**config.mk**
```make
export PLATFORM = sky130hd
export DESIGN_NAME = mss_cell
export DESIGN_NICKNAME = d
export VERILOG_FILES = /design/src/rtl/mss_pkg.sv /design/src/rtl/mss_cell.sv
export SDC_FILE = /design/constraint.sdc
export NUM_CORES = 1
export LEC_CHECK = 0
export ABC_CLOCK_PERIOD_IN_PS = 10750
export BUFFER_PORTS_ARGS = -buffer_cell sky130_fd_sc_hd__buf_2
export CAP_MARGIN = 20
export CELL_PAD_IN_SITES_DETAIL_PLACEMENT = 1
export CELL_PAD_IN_SITES_GLOBAL_PLACEMENT = 2
export CORE_UTILIZATION = 27
export DETAILED_ROUTE_END_ITERATION = 6
export GPL_ROUTABILITY_DRIVEN = 0
export PLACE_DENSITY = 0.85
export RECOVER_POWER = 100
export SYNTH_ARGS = -nofsm -noshare
export SYNTH_HDL_FRONTEND = slang
export SYNTH_SLANG_ARGS = --single-unit
```
**constraint.sdc**
```tcl
create_clock -name clk -period 10.75 [get_ports clk]
set_input_delay 1.6125 -clock clk [delete_from_list [all_inputs] [get_ports clk]]
set_output_delay 1.6125 -clock clk [all_outputs]
set_load 0.1 [all_outputs]
```
**src/rtl/mss_pkg.sv**
```systemverilog
// Shared constants and types for the median of sample set unit.
package mss_pkg;

	localparam int MAX_SAMPLES  = 64;
	localparam int SAMPLE_WIDTH = 32;
	localparam int MEDIAN_W     = 32;
	localparam int SET_COUNT_W  = 7;
	localparam int CNT_W        = $clog2(MAX_SAMPLES + 1);
	localparam int SHF_W        = CNT_W - 1;

	typedef logic signed [SAMPLE_WIDTH-1:0] sample_t;

	typedef struct packed {
		logic ins;
		logic shd;
		logic clr;
	} cell_ctl_t;

	typedef enum logic [1:0] {
		ST_IDLE,
		ST_SEEK
	} state_t;

endpackage

```
**src/rtl/mss_cell.sv**
```systemverilog
// One cell of the sorted insertion chain.
module mss_cell (
	input  logic                clk,
	input  logic                arst_n,
	input  mss_pkg::cell_ctl_t  ctl,
	input  mss_pkg::sample_t    smp,
	input  mss_pkg::sample_t    prev_val,
	input  logic                prev_vld,
	input  logic                prev_gt,
	input  mss_pkg::sample_t    next_val,
	output mss_pkg::sample_t    val,
	output logic                vld,
	output logic                gt
);

	mss_pkg::sample_t val_q;
	logic             vld_q;

	assign val = val_q;
	assign vld = vld_q;
	assign gt  = vld_q && (val_q > smp);

	always_ff @(posedge clk or negedge arst_n) begin
		if (!arst_n) begin
			vld_q <= 1'b0;
		end else if (ctl.clr) begin
			vld_q <= 1'b0;
		end else if (ctl.ins) begin
			vld_q <= vld_q | prev_vld;
		end
	end

	always_ff @(posedge clk) begin
		if (ctl.ins) begin
			if (prev_gt) begin
				val_q <= prev_val;
			end else if (gt || !vld_q) begin
				val_q <= smp;
			end
		end else if (ctl.shd) begin
			val_q <= next_val;
		end
	end

endmodule

```
==> metrics.md, run 1 <==
| Metric | Value |
|---|---|
| Status | `finished, violations left` |
| Failing checks | `max-capacitance violations, max-slew violations` |
| R2R cell count | `8` |
| Worst-path clk slew | `0.07 ns` |
| Vias in the first global route | `2486` |
| Max frequency | `161 MHz` |
| H-tree Lvls | `2` |
| Pin count of the biggest net entering global routing | `69` |
| Distinct cells, synth | `31` |
| Nets | `540` |
| Crit path required time | `10.65 ns` |
| Largest family of logic cells by synthesized area | `adder cells` |
| Net count after synthesis | `407` |
| DRC errors left | `0` |
| Crit path launch type | `primary input` |
| Leakage | `1.63 nW` |
| Worst slew margin | `-85.7%` |
| Slew @ Worst Pin | `2.79 ns` |
| Most common cell after layout, fill and taps aside | `buf_2` |
| Reg-to-Reg End | `val[1]$_DFFE_PP_` |
| 1st-iter DRT viols | `29` |
| Mapped Area | `2540 um2` |
| Worst path bufs/invs | `3` |
| Port-buffer cells | `136` |
| Clk root buf | `clkbuf_8` |
| Mapped Cells | `272` |
| CP max stage delay | `1.97 ns` |
| Critical setup path kind | `primary input to flop` |
| R2R Path Start | `val[11]$_DFFE_PP_` |
| Final setup fails | `0` |
| Syn Area/Cell | `9.34 um2` |
| Vias | `2402` |
| Worst Setup End Kind | `flop` |
| Yosys warnings | `0` |
| Period utilization | `57.7%` |
| Post-Synth Simple-Gate Area | `13.2%` |
| Area Overhead vs Synth | `32.0%` |
| Max IR drop VDD | `0.0000459 V` |
| Global-route wire length before repair | `11900 um` |
| Pre-CTS setup slack | `5.37 ns` |
| WP data arrival | `6.10 ns` |
| Die H | `99.0 um` |
| Slew Limit Fails | `84` |
| # diodes | `0` |
| Synthesized flop and latch total | `33` |
| Final wirelength | `7300 um` |
| Hold Fails Final Rpt | `0` |
| Initial Util | `27.6%` |
| Synth Area in XOR/XNOR | `0%` |
| Hold Crit Endpoint | `vld$_DFFE_PN0P_` |
| Hold-fix buffers, CTS | `0` |
| Crit path from | `ctl[2]` |
| Initial antenna violation count | `1` |
| Later-pin clock latency in the skew report | `0.28 ns` |
| Share of the yosys chip area belonging to registers | `38.8%` |
| Max-cap violations | `2` |
| Hold Startpoint | `vld$_DFFE_PN0P_` |
| Antenna viol nets, final | `0` |
| Most frequent cells in the layout | `102 x buf_2, 44 x a21oi_1, 38 x nor2_1` |
| RSZ-0062 raised after global routing | `false` |
| Num Clock Sinks | `33` |
| Final setup skew | `0.00757 ns` |
| Post-CTS sizing | `0` |
| Post-CTS Setup Repair Bufs | `0` |
| Detail Placement HPWL | `5920 um` |
| Post-synthesis adder-cell area fraction | `15.8%` |
| PD cells | `132 nW/um2` |
| Slowest-stage cell, CP | `clkbuf_1` |
| Grt ovf | `0` |
| Hold depth | `2` |
| Min Hold Slack | `0.605 ns` |
| Core Box Area | `9200 um2` |
| Drt first pass iters | `4` |
| Min cycle time layout | `6.20 ns` |
| Crit-path max FO | `68` |
| Gr usage total | `15.3%` |
| Setup slack, reg-to-reg | `6.40 ns` |
| HP Class | `flop to flop` |
| Clk buf depth | `2` |
| CP dominant cell by count | `clkbuf_1` |
| Die W | `99.0 um` |
| Top Ports | `137` |
| TritonCTS clock tree | `done` |
| CP Cell Sequence | `buf_2 -> clkbuf_1 -> o32ai_1 -> a31oi_1 -> clkbuf_1` |
| # rows | `35` |
| Vias per cell | `4.66` |
| CTS buffer count | `5` |
| Die area | `9800 um2` |
| Synth Area in Compound Gates | `12.7%` |
| Layout cell share with drive strength beyond 1 | `27.4%` |
| Final worst setup slack | `4.55 ns` |
| Post-synthesis mux area share | `12.6%` |
| CP delay by family, top | `buffers and inverters` |
| Setup TNS | `0 ns` |
| Wire per inst | `14.1 um` |
[report_power, final]
group / switching (mW) / leakage (nW) / internal, mW / total [mW]
Combinational: 0.142 / 1.26 / 0.0468 / 0.189
Sequential: 0.00716 / 0.331 / 0.157 / 0.164
Clock: 0.0459 / 0.0387 / 0.0437 / 0.0896
Total: 0.195 / 1.63 / 0.248 / 0.443
[tightest hold or removal path, delay by kind of cell (launching register included)]
| family | cells | cell delay [ns] |
|---|---|---|
| flops | 1 | 0.42 |
| simple gates | 1 | 0.08 |
| compound gates | 1 | 0.07 |
[metrics by stage]
stage | utilization, % | power (mW) | std cells | area (um2)
3_5_place_dp | 36.3 | 0.362 | 509 | 3340
4_1_cts | 37.2 | 0.455 | 516 | 3420
5_1_grt | 36.4 | 0.470 | 516 | 3350
6_report | 36.4 | 0.443 | 516 | 3350
2_1_floorplan | - | 0.312 | 272 | 2540
3_3_place_gp | 36.3 | 0.358 | 509 | 3340
[worst max-delay path by stage]
stage	cells past startpoint	to	slack, ns
final	5	val[1]$_DFFE_PP_	4.55
after global routing	5	val[31]$_DFFE_PP_	3.94
after CTS	10	gt	5.35
after detailed placement	10	gt	5.37
after global placement	10	gt	5.49
after floorplan	9	gt	4.16
[area by class of cell]
cell class	count	area [um2]
Fill cell	1148	5840
Multi-Input combinational cell	193	1380
Sequential cell	33	986
Timing Repair Buffer	138	646
Tap cell	111	139
Inverter	34	128
Clock buffer	6	72.6
Clock inverter	1	3.75
[flip-flops by register name, summed over array words and instances (netlist names)]
register	flops
val	32
vld	1
[cells in the mapped netlist, drive strengths merged]
library cell  instances  area share [%]
nand2                11             1.6
edfxtp               32              38
clkbuf                8             1.2
nand3                 3            0.79
nand2b                1            0.25
a21oi                45             9.0
nor4                  3            0.74
dfrtp                 1            0.99
nand4b                2            0.69
o32ai                 1            0.34
a31oi                 2            0.49
nor2                 38             5.6
or2                   1            0.25
mux2i                32              13
o211ai                1            0.30
nor2b                 3            0.74
a2111oi               1            0.59
o41ai                 1            0.64
o21ai                 5            0.99
nand4                 6             1.5
nor3                  1            0.20
buf                   4            0.74
nand3b                1            0.30
inv                  34             5.0
and2                  1            0.25
ha                   32              16
nor3b                 1            0.30
a211oi                1            0.30
[per-layer routing]
metal	wire [um]	part of all wire, %	track usage [%]
met1	3230	44	19.0
met2	3600	49	27.0
met3	387	5.3	3.40
met4	69	0.95	3.44
met5	0	0	0
[kinds of logic (layout without fill, tap and decap cells)]
family,count (synthesis),count (layout)
simple gates,72,72
compound gates,57,57
buf+inv,46,179
flops,33,33
fa+ha+maj,32,32
mux,32,32
Power figures use the tool's default switching activity.
==> inputs of run 2 (changes only) <==
--- a/config.mk
+++ b/config.mk
@@ -5,15 +5,16 @@
 export SDC_FILE = /design/constraint.sdc
 export NUM_CORES = 1
 export LEC_CHECK = 0
-export ABC_CLOCK_PERIOD_IN_PS = 10750
+export ABC_AREA = 1
+export ABC_CLOCK_PERIOD_IN_PS = 5600
 export BUFFER_PORTS_ARGS = -buffer_cell sky130_fd_sc_hd__buf_2
 export CAP_MARGIN = 20
 export CELL_PAD_IN_SITES_DETAIL_PLACEMENT = 1
 export CELL_PAD_IN_SITES_GLOBAL_PLACEMENT = 2
-export CORE_UTILIZATION = 27
+export CORE_UTILIZATION = 21
 export DETAILED_ROUTE_END_ITERATION = 6
 export GPL_ROUTABILITY_DRIVEN = 0
-export PLACE_DENSITY = 0.85
+export PLACE_DENSITY = 0.75
 export RECOVER_POWER = 100
 export SYNTH_ARGS = -nofsm -noshare
 export SYNTH_HDL_FRONTEND = slang
==> constraint.sdc (replaced) <==
create_clock -name clk -period 5.6 [get_ports clk]
set_input_delay 0.84 -clock clk [delete_from_list [all_inputs] [get_ports clk]]
set_output_delay 0.84 -clock clk [all_outputs]
set_load 0.1 [all_outputs]
==> run 2 against run 1 <==
Net effect:
- the run ends with design-rule violations, max-capacitance violations, max-slew violations left
- register-to-register slack lost 4.4 ns
- worst setup slack worse by 3.0 ns
- synthesized cell count increased by 19%
- combinational power is 100% higher
==> metrics.md, run 2 <==
| Metric | Value |
|---|---|
| # rows | `39 (was 35)` |
| Post-synth EDFFs | `32 (unchanged)` |
| Worst Setup End Kind | `output port (was flop)` |
| Post-CTS sizing | `0 (unchanged)` |
| Slew Limit Fails | `86 (was 84)` |
| Top Ports | `137 (unchanged)` |
| Vias per cell | `4.39 (was 4.66)` |
| Gr usage total | `13.9% (was 15.3%)` |
| HP Class | `primary input to async pin (was flop to flop)` |
| Critical setup path kind | `primary input to output port (was primary input to flop)` |
| Nets | `593 (was 540)` |
| Die area | `12500 um2 (was 9800 um2)` |
| Drt first pass iters | `6 (was 4)` |
| Mapped Area | `2530 um2 (was 2540 um2)` |
| Reg area | `986 um2 (unchanged)` |
| Detail Placement HPWL | `6790 um (was 5920 um)` |
| Net count after synthesis | `459 (was 407)` |
| Fill count | `1417 (was 1148)` |
| Initial Util | `21.9% (was 27.6%)` |
| Status | `finished, violations left (unchanged)` |
| Slew @ Worst Pin | `2.04 ns (was 2.79 ns)` |
| Placed inst area | `3420 um2 (was 3340 um2)` |
| Final setup skew | `0.00581 ns (was 0.00757 ns)` |
| Antenna viol nets, final | `0 (unchanged)` |
| Layout cell share with drive strength beyond 1 | `25.7% (was 27.4%)` |
| Wire per inst | `14.2 um (was 14.1 um)` |
| Clk buf depth | `2 (unchanged)` |
| Min cycle time layout | `4.01 ns` |
| Synth top area share | `38.0% (was 37.8%)` |
| Leakage | `1.71 nW (was 1.63 nW)` |
| Final setup fails | `0 (unchanged)` |
| M1 WL | `3710 um (was 3230 um)` |
| Most frequent cells after synthesis | `64 x nand2_1, 56 x o21ai_0, 42 x nor2_1, 41 x inv_1 (was 44 x a21oi_1, 38 x nor2_1, 34 x inv_1)` |
| Setup TNS | `0 ns (unchanged)` |
| Mapped Cells | `324 (was 272)` |
| H-tree Lvls | `2 (unchanged)` |
| Syn Area/Cell | `7.81 um2 (was 9.34 um2)` |
| Area Overhead vs Synth | `38.2% (was 32.0%)` |
| Vias in the first global route | `2765 (was 2486)` |
| Die W | `112 um (was 99.0 um)` |
| Global-route wire length before repair | `13800 um (was 11900 um)` |
| Most common cell after layout, fill and taps aside | `buf_2 (unchanged)` |
| Synth area leaders | `edfxtp_1 38%, ha_1 16%, o21ai_0 11% (was edfxtp_1 38%, ha_1 16%, mux2i_1 13%)` |
| Worst slew margin | `-35.8% (was -85.7%)` |
| Max IR drop VDD | `0.000101 V (was 0.0000459 V)` |
| Hold-fix buffers, CTS | `0 (unchanged)` |
| RSZ-0062 raised after global routing | `false (unchanged)` |
| 1st-iter DRT viols | `79 (was 29)` |
| Period utilization | `71.5%` |
| Core Box Area | `11600 um2 (was 9200 um2)` |
| Die H | `112 um (was 99.0 um)` |
| Max-cap violations | `3 (was 2)` |
| Area of the multi-input gates | `1330 um2 (was 1380 um2)` |
| Max frequency | `250 MHz` |
| Post-Layout Cell Count | `602 (was 516)` |
| Main synth FF type | `edfxtp_1 (unchanged)` |
| PD cells | `280 nW/um2 (was 132 nW/um2)` |
| Setup slack, reg-to-reg | `1.96 ns (was 6.40 ns)` |
| # diodes | `0 (unchanged)` |
| R2R cell count | `10 (was 8)` |
| Hold Fails Final Rpt | `0 (unchanged)` |
| Crit path required time | `4.76 ns (was 10.65 ns)` |
| Num Clock Sinks | `33 (unchanged)` |
| DR WL met2 | `4320 um (was 3600 um)` |
| Synth async-reset ratio | `3.03% (unchanged)` |
| Max reg flops | `32 (unchanged)` |
| Share of the yosys chip area belonging to registers | `39.0% (was 38.8%)` |
| R2R Path Start | `val[31]$_DFFE_PP_ (was val[11]$_DFFE_PP_)` |
| Pin count of the biggest net entering global routing | `36 (was 69)` |
| Placed insts | `594 (was 509)` |
| Clk root buf | `clkbuf_16 (was clkbuf_8)` |
| Later-pin clock latency in the skew report | `0.28 ns (about the same)` |
| Count leader, synth | `nand2_1 (was a21oi_1)` |
| Most frequent cells in the layout | `100 x buf_2, 64 x o21ai_0, 64 x nand2_1 (was 102 x buf_2, 44 x a21oi_1, 38 x nor2_1)` |
| Port-buffer cells | `136 (unchanged)` |
| WP data arrival | `3.17 ns (was 6.10 ns)` |
| Biggest area consumer among synthesized cells | `edfxtp_1 (unchanged)` |
| Reg-to-Reg End | `val[18]$_DFFE_PP_ (was val[1]$_DFFE_PP_)` |
| Yosys warnings | `0 (unchanged)` |
| Final wirelength | `8570 um (was 7300 um)` |
| Grt ovf | `0 (unchanged)` |
| Top Metal Used | `met5 (was met4)` |
| Failing checks | `design-rule violations, max-capacitance violations, max-slew violations (was max-capacitance violations, max-slew violations)` |
| Initial antenna violation count | `1 (unchanged)` |
| CTS buffer count | `5 (unchanged)` |
| Crit path from | `smp[29] (was ctl[2])` |
| Finished Cell Area | `3500 um2 (was 3350 um2)` |
| Crit path launch type | `primary input (unchanged)` |
| TritonCTS clock tree | `done (unchanged)` |
| Met3 WL | `464 um (was 387 um)` |
| DRC errors left | `7 (was 0)` |
| Vias | `2644 (was 2402)` |
| Crit-path max FO | `2 (was 68)` |
| Synthesized flop and latch total | `33 (unchanged)` |
| Worst-path clk slew | `0.05 ns (was 0.07 ns)` |
| Post-CTS Setup Repair Bufs | `0 (unchanged)` |
| Distinct cells, synth | `24 (was 31)` |
[run 2: cell types whose count changed after synthesis, sizes merged, moves of 4 or more]
cell | before | now
nand4 | 6 | 2
o21ai | 5 | 66
mux2i | 32 | 0
nand2 | 11 | 67
inv | 34 | 42
a21oi | 45 | 15
nor2 | 38 | 45
[run 2: cell type report]
class                      count  share of cell area [%]
sequential                    33                    28.2
inverter                      42                    4.51
multi-input combinational    237                    38.1
tap                          143                    5.12
timing repair buffer         139                    19.9
clock buffer                   8                    4.19
[run 2: cells by family (layout without fill, tap and decap cells)]
group,count (synthesis),count (layout),synth area share [%]
buffers and inverters,54,189,8.01
AOI/OAI and AO/OA,83,83,16.8
DFF,33,33,39.0
adders and majority gates,32,32,15.8
and+or+nand+nor,122,122,20.5
[run 2: worst max-delay path, cell delays in order]
cell	delay [ns]
buf_1	0.10
inv_1	0.06
ha_1	0.31
a21oi_1	0.16
nor2_1	0.05
nor2_1	0.11
nand2_1	0.08
nor2_1	0.20
nand2_1	0.08
nand2_1	0.06
nand3_1	0.12
nor2_1	0.12
clkbuf_1	0.86
[run 2: worst max-delay path by stage]
stage	to	slack, ns	cells past startpoint
after floorplan	gt	1.53	10
after global placement	gt	2.02	12
after detailed placement	gt	2.00	12
after CTS	gt	1.99	12
after global routing	val[18]$_DFFE_PP_	1.29	13
final	gt	1.59	13
[run 2: routing by layer]
metal  GRT usage, %  vias up
met2           25.1       79
met5              0        -
met3           2.94        4
met4           3.51        2
met1           16.8     1210
li1               -     1349
[run 2: per-stage QoR]
stage / power (mW) / hold WS, ns / util, % / setup slack (ns)
floorplan: 0.609 / 0.544 / - / 1.53
global placement: 0.708 / 0.560 / 29.1 / 2.02
detailed placement: 0.719 / 0.562 / 29.5 / 2.00
CTS: 1.01 / 0.321 / 30.8 / 1.99
global route: 1.03 / 0.317 / 30.2 / 1.29
finish: 0.980 / 0.331 / 30.2 / 1.59
[run 2: where the power goes]
group | switching, mW | internal (mW) | leakage, nW | total, mW
clock network | 0.103 | 0.178 | 0.0712 | 0.281
logic | 0.294 | 0.0878 | 1.29 | 0.382
registers | 0.0147 | 0.303 | 0.342 | 0.318
total | 0.412 | 0.568 | 1.71 | 0.980
